$ cat src/sv/crrs_pkg.sv
package crrs_pkg;

  localparam int QDepth = 16;
  localparam int IdxW   = (QDepth > 1) ? $clog2(QDepth) : 1;
  localparam int CntW   = $clog2(QDepth + 1);
  localparam int FifoDepth = 2;

  localparam logic [16:0] ChunkReset = 17'd4096;
  localparam logic [16:0] LimitMax   = 17'd65536;
  localparam logic [16:0] LimitMin   = 17'd1;

  localparam logic [1:0] ActSubmit   = 2'd0;
  localparam logic [1:0] ActIssue    = 2'd1;
  localparam logic [1:0] ActComplete = 2'd2;

  typedef enum logic [1:0] {
    OP_SUBMIT,
    OP_ISSUE,
    OP_COMPLETE,
    OP_NONE
  } op_e;

  typedef enum logic [2:0] {
    KIND_ACCEPT   = 3'd0,
    KIND_REJECT   = 3'd1,
    KIND_CMD      = 3'd2,
    KIND_DONE_OK  = 3'd3,
    KIND_DONE_ERR = 3'd4,
    KIND_IDLE     = 3'd5
  } kind_e;

  typedef enum logic {
    BK_IDLE,
    BK_ISSUE
  } back_state_e;

  typedef struct packed {
    op_e         op;
    logic [7:0]  tag;
    logic [31:0] buffer;
    logic [31:0] position;
    logic [23:0] size;
    logic        dir;
    logic [16:0] xfer;
    logic        failed;
    logic [7:0]  ecode;
  } item_t;

  typedef struct packed {
    logic [7:0]  tag;
    logic [31:0] buffer;
    logic [31:0] position;
    logic [23:0] total;
    logic [23:0] done;
    logic        dir;
  } entry_t;

  typedef struct packed {
    kind_e       kind;
    logic [7:0]  tag;
    logic [31:0] cmd_buffer;
    logic [31:0] cmd_position;
    logic [16:0] cmd_length;
    logic        cmd_write;
    logic [23:0] done_bytes;
    logic [7:0]  done_error;
  } result_t;

  typedef struct packed {
    logic            busy;
    logic [CntW-1:0] count;
  } back_status_t;

  function automatic logic [IdxW-1:0] next_slot(input logic [IdxW-1:0] i);
    logic [IdxW-1:0] n;
    n = (i == IdxW'(QDepth - 1)) ? '0 : i + 1'b1;
    return n;
  endfunction

endpackage

$ cat src/sv/crrs_front.sv
module crrs_front import crrs_pkg::*; (
  input  logic        clk_i,
  input  logic        rst_ni,
  input  logic        in_valid_i,
  output logic        in_ready_o,
  input  logic [1:0]  action_i,
  input  logic [7:0]  req_id_i,
  input  logic [31:0] buffer_address_i,
  input  logic [31:0] position_i,
  input  logic [23:0] request_size_i,
  input  logic        is_write_i,
  input  logic [16:0] xfer_bytes_i,
  input  logic        xfer_failed_i,
  input  logic [7:0]  error_code_i,
  output logic        item_valid_o,
  output item_t       item_o,
  input  logic        item_pop_i
);

  localparam int PtrW = $clog2(FifoDepth);
  localparam int FCntW = $clog2(FifoDepth + 1);

  item_t             fifo_q [FifoDepth];
  logic [PtrW-1:0]   wr_ptr_q, wr_ptr_d;
  logic [PtrW-1:0]   rd_ptr_q, rd_ptr_d;
  logic [FCntW-1:0]  cnt_q, cnt_d;
  item_t             item_in;
  logic              push, pop;

  always_comb begin
    item_in.tag      = req_id_i;
    item_in.buffer   = buffer_address_i;
    item_in.position = position_i;
    item_in.size     = request_size_i;
    item_in.dir      = is_write_i;
    item_in.xfer     = xfer_bytes_i;
    item_in.failed   = xfer_failed_i;
    item_in.ecode    = error_code_i;
    case (action_i)
      ActSubmit:   item_in.op = OP_SUBMIT;
      ActIssue:    item_in.op = OP_ISSUE;
      ActComplete: item_in.op = OP_COMPLETE;
      default:     item_in.op = OP_NONE;
    endcase
  end

  assign in_ready_o   = (cnt_q != FCntW'(FifoDepth));
  assign item_valid_o = (cnt_q != '0);
  assign item_o       = fifo_q[rd_ptr_q];
  assign push         = in_valid_i && in_ready_o;
  assign pop          = item_pop_i && item_valid_o;

  always_comb begin
    wr_ptr_d = wr_ptr_q;
    rd_ptr_d = rd_ptr_q;
    cnt_d    = cnt_q;
    if (push) begin
      wr_ptr_d = (wr_ptr_q == PtrW'(FifoDepth - 1)) ? '0 : wr_ptr_q + 1'b1;
    end
    if (pop) begin
      rd_ptr_d = (rd_ptr_q == PtrW'(FifoDepth - 1)) ? '0 : rd_ptr_q + 1'b1;
    end
    case ({push, pop})
      2'b10:   cnt_d = cnt_q + 1'b1;
      2'b01:   cnt_d = cnt_q - 1'b1;
      default: cnt_d = cnt_q;
    endcase
  end

  always_ff @(posedge clk_i or negedge rst_ni) begin
    if (!rst_ni) begin
      wr_ptr_q <= '0;
      rd_ptr_q <= '0;
      cnt_q    <= '0;
    end else begin
      wr_ptr_q <= wr_ptr_d;
      rd_ptr_q <= rd_ptr_d;
      cnt_q    <= cnt_d;
    end
  end

  always_ff @(posedge clk_i) begin
    if (push) begin
      fifo_q[wr_ptr_q] <= item_in;
    end
  end

endmodule

$ cat src/sv/crrs_back.sv
module crrs_back import crrs_pkg::*; (
  input  logic         clk_i,
  input  logic         rst_ni,
  input  logic [16:0]  limit_i,
  input  logic         item_valid_i,
  input  item_t        item_i,
  output logic         item_pop_o,
  output logic         out_valid_o,
  input  logic         out_ready_i,
  output result_t      result_o,
  output back_status_t status_o
);

  entry_t          mem_q [QDepth];
  entry_t          rdata_q;
  logic            rd_en;
  logic            mem_we;
  entry_t          mem_wdata;

  back_state_e     state_q, state_d;
  logic [IdxW-1:0] head_q, head_d;
  logic [IdxW-1:0] tail_q, tail_d;
  logic [CntW-1:0] count_q, count_d;
  logic            busy_valid_q, busy_valid_d;
  entry_t          busy_q, busy_d;
  logic [16:0]     busy_len_q, busy_len_d;
  logic            out_valid_q, out_valid_d;
  result_t         res_q, res_d;

  logic            out_free;
  logic            full;
  logic [24:0]     nd_sum;
  logic [23:0]     nd;
  logic [16:0]     cmd_len;

  assign out_free = !out_valid_q || out_ready_i;
  assign full     = ({1'b0, count_q} + (CntW + 1)'(busy_valid_q)) >= (CntW + 1)'(QDepth);
  assign nd_sum   = {1'b0, busy_q.done} + 25'(item_i.xfer);
  assign nd       = nd_sum[24] ? '1 : nd_sum[23:0];
  assign cmd_len  = (rdata_q.total > 24'(limit_i)) ? limit_i : rdata_q.total[16:0];

  always_comb begin
    state_d      = state_q;
    head_d       = head_q;
    tail_d       = tail_q;
    count_d      = count_q;
    busy_valid_d = busy_valid_q;
    busy_d       = busy_q;
    busy_len_d   = busy_len_q;
    out_valid_d  = out_valid_q && !out_ready_i;
    res_d        = res_q;
    item_pop_o   = 1'b0;
    rd_en        = 1'b0;
    mem_we       = 1'b0;
    mem_wdata    = busy_q;
    case (state_q)
      BK_IDLE: begin
        if (item_valid_i && out_free) begin
          item_pop_o  = 1'b1;
          out_valid_d = 1'b1;
          res_d       = '0;
          res_d.kind  = KIND_IDLE;
          case (item_i.op)
            OP_SUBMIT: begin
              res_d.tag = item_i.tag;
              if (item_i.size == '0 || full) begin
                res_d.kind = KIND_REJECT;
              end else begin
                mem_we             = 1'b1;
                mem_wdata.tag      = item_i.tag;
                mem_wdata.buffer   = item_i.buffer;
                mem_wdata.position = item_i.position;
                mem_wdata.total    = item_i.size;
                mem_wdata.done     = '0;
                mem_wdata.dir      = item_i.dir;
                tail_d             = next_slot(tail_q);
                count_d            = count_q + 1'b1;
                res_d.kind         = KIND_ACCEPT;
              end
            end
            OP_ISSUE: begin
              if (busy_valid_q) begin
                res_d.kind = KIND_REJECT;
                res_d.tag  = busy_q.tag;
              end else if (count_q != '0) begin
                out_valid_d = out_valid_q && !out_ready_i;
                res_d       = res_q;
                rd_en       = 1'b1;
                head_d      = next_slot(head_q);
                count_d     = count_q - 1'b1;
                state_d     = BK_ISSUE;
              end
            end
            OP_COMPLETE: begin
              if (busy_valid_q) begin
                res_d.tag    = busy_q.tag;
                busy_valid_d = 1'b0;
                if (item_i.failed) begin
                  res_d.kind       = KIND_DONE_ERR;
                  res_d.done_bytes = busy_q.done;
                  res_d.done_error = item_i.ecode;
                end else if (item_i.xfer == '0) begin
                  res_d.kind       = KIND_DONE_OK;
                  res_d.done_bytes = busy_q.done;
                end else begin
                  busy_d.done = nd;
                  if (item_i.xfer < busy_len_q || nd >= busy_q.total) begin
                    res_d.kind       = KIND_DONE_OK;
                    res_d.done_bytes = nd;
                  end else begin
                    mem_we         = 1'b1;
                    mem_wdata.done = nd;
                    tail_d         = next_slot(tail_q);
                    count_d        = count_q + 1'b1;
                    res_d.kind     = KIND_ACCEPT;
                  end
                end
              end
            end
            default: begin
              res_d.kind = KIND_IDLE;
            end
          endcase
        end
      end
      BK_ISSUE: begin
        if (out_free) begin
          busy_d             = rdata_q;
          busy_len_d         = cmd_len;
          busy_valid_d       = 1'b1;
          out_valid_d        = 1'b1;
          res_d              = '0;
          res_d.kind         = KIND_CMD;
          res_d.tag          = rdata_q.tag;
          res_d.cmd_buffer   = rdata_q.buffer + 32'(rdata_q.done);
          res_d.cmd_position = rdata_q.position + 32'(rdata_q.done);
          res_d.cmd_length   = cmd_len;
          res_d.cmd_write    = rdata_q.dir;
          state_d            = BK_IDLE;
        end
      end
      default: begin
        state_d = BK_IDLE;
      end
    endcase
  end

  always_ff @(posedge clk_i or negedge rst_ni) begin
    if (!rst_ni) begin
      state_q      <= BK_IDLE;
      head_q       <= '0;
      tail_q       <= '0;
      count_q      <= '0;
      busy_valid_q <= 1'b0;
      busy_q       <= '0;
      busy_len_q   <= '0;
      out_valid_q  <= 1'b0;
    end else begin
      state_q      <= state_d;
      head_q       <= head_d;
      tail_q       <= tail_d;
      count_q      <= count_d;
      busy_valid_q <= busy_valid_d;
      busy_q       <= busy_d;
      busy_len_q   <= busy_len_d;
      out_valid_q  <= out_valid_d;
    end
  end

  always_ff @(posedge clk_i) begin
    res_q <= res_d;
  end

  always_ff @(posedge clk_i) begin
    if (mem_we) begin
      mem_q[tail_q] <= mem_wdata;
    end
    if (rd_en) begin
      rdata_q <= mem_q[head_q];
    end
  end

  assign out_valid_o    = out_valid_q;
  assign result_o       = res_q;
  assign status_o.busy  = busy_valid_q;
  assign status_o.count = count_q;

endmodule

$ cat src/sv/chunked_round_robin_io_scheduler.sv
// Flow: an item is held in the front FIFO until the back end pops it and registers its
// result; an issue that pops a request goes through BK_IDLE and then BK_ISSUE.
// Throughput: one item per cycle while the output is not stalled; an issue that pops a
// request also needs BK_ISSUE, for the registered read of the request queue memory.
// Reset: asynchronous, active low; clears queue pointers, count, the in-flight request
// and both handshake stages, and sets chunk_limit to 4096. Queue storage is not cleared.
module chunked_round_robin_io_scheduler import crrs_pkg::*; (
  input  logic        clk_i,
  input  logic        rst_ni,
  input  logic        cfg_we_i,
  input  logic [16:0] cfg_data_i,
  input  logic        in_valid_i,
  output logic        in_ready_o,
  input  logic [1:0]  action_i,
  input  logic [7:0]  req_id_i,
  input  logic [31:0] buffer_address_i,
  input  logic [31:0] position_i,
  input  logic [23:0] request_size_i,
  input  logic        is_write_i,
  input  logic [16:0] xfer_bytes_i,
  input  logic        xfer_failed_i,
  input  logic [7:0]  error_code_i,
  output logic        out_valid_o,
  input  logic        out_ready_i,
  output logic [2:0]  kind_o,
  output logic [7:0]  out_req_id_o,
  output logic [31:0] cmd_buffer_o,
  output logic [31:0] cmd_position_o,
  output logic [16:0] cmd_length_o,
  output logic        cmd_write_o,
  output logic [23:0] done_bytes_o,
  output logic [7:0]  done_error_o
);

  logic [16:0]  chunk_limit_q;
  logic [16:0]  limit;
  logic         item_valid;
  item_t        item;
  logic         item_pop;
  result_t      result;
  back_status_t status;

  always_ff @(posedge clk_i or negedge rst_ni) begin
    if (!rst_ni) begin
      chunk_limit_q <= ChunkReset;
    end else if (cfg_we_i) begin
      chunk_limit_q <= cfg_data_i;
    end
  end

  assign limit = (chunk_limit_q == '0)      ? LimitMin :
                 (chunk_limit_q > LimitMax) ? LimitMax : chunk_limit_q;

  crrs_front u_front (
    .clk_i            (clk_i),
    .rst_ni           (rst_ni),
    .in_valid_i       (in_valid_i),
    .in_ready_o       (in_ready_o),
    .action_i         (action_i),
    .req_id_i         (req_id_i),
    .buffer_address_i (buffer_address_i),
    .position_i       (position_i),
    .request_size_i   (request_size_i),
    .is_write_i       (is_write_i),
    .xfer_bytes_i     (xfer_bytes_i),
    .xfer_failed_i    (xfer_failed_i),
    .error_code_i     (error_code_i),
    .item_valid_o     (item_valid),
    .item_o           (item),
    .item_pop_i       (item_pop)
  );

  crrs_back u_back (
    .clk_i        (clk_i),
    .rst_ni       (rst_ni),
    .limit_i      (limit),
    .item_valid_i (item_valid),
    .item_i       (item),
    .item_pop_o   (item_pop),
    .out_valid_o  (out_valid_o),
    .out_ready_i  (out_ready_i),
    .result_o     (result),
    .status_o     (status)
  );

  assign kind_o         = result.kind;
  assign out_req_id_o   = result.tag;
  assign cmd_buffer_o   = result.cmd_buffer;
  assign cmd_position_o = result.cmd_position;
  assign cmd_length_o   = result.cmd_length;
  assign cmd_write_o    = result.cmd_write;
  assign done_bytes_o   = result.done_bytes;
  assign done_error_o   = result.done_error;

`ifndef NO_ASSERTIONS
  a_queue_bound: assert property (@(posedge clk_i) disable iff (!rst_ni)
    ({1'b0, status.count} + (CntW + 1)'(status.busy)) <= (CntW + 1)'(QDepth))
    else $error("request queue holds more than its depth");

  a_cmd_len_nonzero: assert property (@(posedge clk_i) disable iff (!rst_ni)
    (out_valid_o && kind_o == KIND_CMD) |-> (cmd_length_o != '0))
    else $error("command issued with zero length");

  a_busy_with_cmd: assert property (@(posedge clk_i) disable iff (!rst_ni)
    $rose(status.busy) |-> (out_valid_o && kind_o == KIND_CMD))
    else $error("request in flight without a command result");
`endif

endmodule
$ cat config.mk
export PLATFORM = sky130hd
export DESIGN_NAME = chunked_round_robin_io_scheduler
export DESIGN_NICKNAME = d
export VERILOG_FILES = /design/src/sv/crrs_pkg.sv /design/src/sv/crrs_front.sv /design/src/sv/crrs_back.sv /design/src/sv/chunked_round_robin_io_scheduler.sv
export SDC_FILE = /design/constraint.sdc
export NUM_CORES = 2
export LEC_CHECK = 0
export BUFFER_PORTS_ARGS = -buffer_cell sky130_fd_sc_hd__buf_2
export CELL_PAD_IN_SITES_DETAIL_PLACEMENT = 1
export CELL_PAD_IN_SITES_GLOBAL_PLACEMENT = 1
export CORE_MARGIN = 1.5
export CORE_UTILIZATION = 44
export CTS_BUF_LIST = sky130_fd_sc_hd__clkbuf_8
export CTS_CLUSTER_SIZE = 28
export DETAILED_ROUTE_END_ITERATION = 8
export HOLD_SLACK_MARGIN = 0.06
export PLACE_DENSITY = 0.71
export SYNTH_ARGS = -nofsm -noshare
export SYNTH_HDL_FRONTEND = slang
export SYNTH_HIERARCHICAL = 1
export SYNTH_SLANG_ARGS = --single-unit
$ cat constraint.sdc
create_clock -name clk_i -period 43.3 [get_ports clk_i]
set_input_delay 2.165 -clock clk_i [delete_from_list [all_inputs] [get_ports clk_i]]
set_output_delay 2.165 -clock clk_i [all_outputs]
set_load 0.05 [all_outputs]
==> metrics.txt <==
outcome completed; Gate Count Post-Synth 6346; Mapped Nets 6628; Worst Path Arrival 11.05 ns; Worst-path clk slew 0.06 ns; die area 0.244 mm2; CP Class reg2reg; core area 0.239 mm2; Clock Sink Count 2607; Worst setup EP type register; Overall Power 8.61 mW; Final WS setup 32.91 ns; WL final 305000 um; Reg power frac 0.423; fmax 0.0962 GHz; mean post-synth cell area 16.7 um2; Worst setup SP type register; area of the mapped netlist 0.106 mm2; Total GRT Usage 0.249; final hold viol count 0; Worst Max-Slew Pin Slew 1.32 ns; metal3 WL 26500 um; first-pass GRT wire length 444000 um; antenna violations before repair 35; Int Pwr 5.39 mW; vias in the first global route 64100; period utilization 0.240; CP required 43.96 ns; Worst-Skew Late Latency 1.10 ns; width of the die 494 um; vias per std cell 5.90; Slew HR 0.118; HPWL Detailed 185000 um; Max clock buf depth 4; GRT overflow 0; multi-input logic area 0.0270 mm2; filler instances 22800; Setup Fix Bufs, Post-CTS 0; Final Skew 0.0658 ns; Hold Path Class reg2reg; LEAKAGE 42.2 nW; CTS H-tree lvls 5; Metal-1 WL 130000 um; largest net degree at the start of global routing 157; CTS tree built; DR pass1 iterations 5; net switching fraction of the power 0.374; Initial Util 0.444; post-CTS sizing 0; Final #Nets 7129; routability-driven placement congestion ratio 0.860; Logic pwr share 0.345; port bufs 273; RSZ-0062 raised after global routing no; met2 wire length 142000 um; pwr/cell area 72.4 mW/mm2; Setup Total Neg Slack 0 ns; Maximum Capacitance Violations 0; Max rail drop VDD 0.0475 mV; die height 494 um; TritonCTS Buffers 430; highest routed layer met5; Max FO, Critical Path 53; Area growth syn-to-layout 12.4%; Detailed Route Iter0 Violations 6439; share of cells above drive strength 1 0.209; CTS root buffer clkbuf_8; worst slack at placement 33.03 ns; Cell Rows 179; shortest period the worst path allows 10.39 ns; total area of sequential cells 0.0774 mm2; Max Transition Viols Final 0; final setup violation count 0; I/O pin cnt 274; Final ANT Viol Nets 0; DR WL/cell 29.4 um; Clock Power Share 0.232; Residual DRC 0; Via Count 61200; P_sw 3.22 mW; # hold bufs at CTS 0; yosys warns 6
==> sequential cells by signal (all words and copies together), names as in the netlist <==
name                 flops
u_back/mem_q          1936
u_front/fifo_q         250
u_back/result_o        125
u_back/busy_q          121
u_back/rdata_q         121
chunk_limit_q           17
u_back/busy_len_q       17
u_back/count_q           5
u_back/head_q            4
u_back/tail_q            4
u_front/cnt_q            2
u_back/busy_valid_q      1
u_back/out_valid_o       1
u_back/state_q           1
u_front/rd_ptr_q         1
u_front/wr_ptr_q         1
==> worst max-delay path, stage by stage (launching register included) <==
cell       delay [ns]
dfrtp_4          0.50
buf_4            0.63
mux2_2           0.45
ha_1             0.25
fa_1             0.41
a21o_1           0.23
a221oi_2         0.46
or3b_4           0.24
a21o_1           0.27
a21boi_4         0.25
nor2_1           0.33
inv_1            0.08
ha_1             0.30
a21oi_1          0.16
o21ai_1          0.12
a2111oi_0        0.40
o21ai_0          0.24
a221o_1          0.41
a211oi_2         0.88
buf_4            0.36
o21ai_0          0.34
nor2b_4          0.69
buf_4            0.88
buf_4            0.91
==> routing by layer <==
layer  vias up  GRT usage
met2      2677      0.393
met5         -          0
met1     32100      0.355
met3       466     0.0484
li1      25900          -
met4        10     0.0631
==> cell type report <==
cell class	count	area share
clock buffer	456	0.0527
tap	3167	0.0333
timing repair buffer	398	0.0205
sequential	2607	0.651
antenna	17	0.000357
clock inverter	312	0.0129
inverter	102	0.00324
multi-input combinational	3308	0.226
==> final timing paths <==
path                                startpoint             endpoint  slack (ns)  cells past startpoint
max in group asynchronous               rst_ni     u_back/head_q[0]       40.37                      3
setup reg to reg              u_front/rd_ptr_q  u_back/mem_q[7][76]       32.91                     23
hold reg to reg            u_back/rdata_q[118]   u_back/busy_q[118]        0.47                      2
hold / removal             u_back/rdata_q[118]   u_back/busy_q[118]        0.47                      2
min in group asynchronous               rst_ni     chunk_limit_q[6]        0.97                      1
setup / recovery              u_front/rd_ptr_q  u_back/mem_q[7][76]       32.91                     23
==> power by group through the flow <==
| stage | Sequential, mW | Combinational [mW] | Clock, mW |
|---|---|---|---|
| floorplan | 3.80 | 1.77 | 0 |
| global placement | 3.68 | 2.87 | 0 |
| detailed placement | 3.69 | 2.95 | 0 |
| CTS | 3.64 | 2.96 | 2.04 |
| global route | 3.67 | 3.19 | 2.14 |
| finish | 3.64 | 2.97 | 2.00 |
==> placed cells by master, fill, tap and decap left out, types with 12 or more instances in the layout <==
cell type     n
edfxtp_1   2432
nand2_1     726
clkbuf_8    456
mux2i_1     396
o21ai_0     352
buf_2       272
inv_1       254
mux4_2      242
a21oi_1     235
mux2_2      226
dfrtp_1     168
ha_1        131
a221oi_1    122
a22oi_1     122
buf_4       115
nor2_1      106
clkinv_1     91
a21o_1       48
nor2b_1      45
clkinv_2     44
o21a_1       43
mux2_4       40
xnor2_1      38
nor3_1       33
a31oi_1      31
nand3_1      26
nand2b_1     23
and3_1       23
xor2_1       23
o21ai_1      21
a211o_1      19
nand4_1      18
diode_2      17
and2_1       16
a211oi_1     12
==> through the flow <==
step / util / hold slack, ns / std cells / area (um2)
CTS: 0.499 / 0.473 / 10300 / 119000
detailed placement: 0.466 / 0.462 / 9581 / 111000
global placement: 0.466 / 0.457 / 9581 / 111000
floorplan: - / 0.432 / 6346 / 106000
finish: 0.499 / 0.469 / 10400 / 119000
global route: 0.499 / 0.496 / 10400 / 119000
Power figures use the tool's default switching activity.
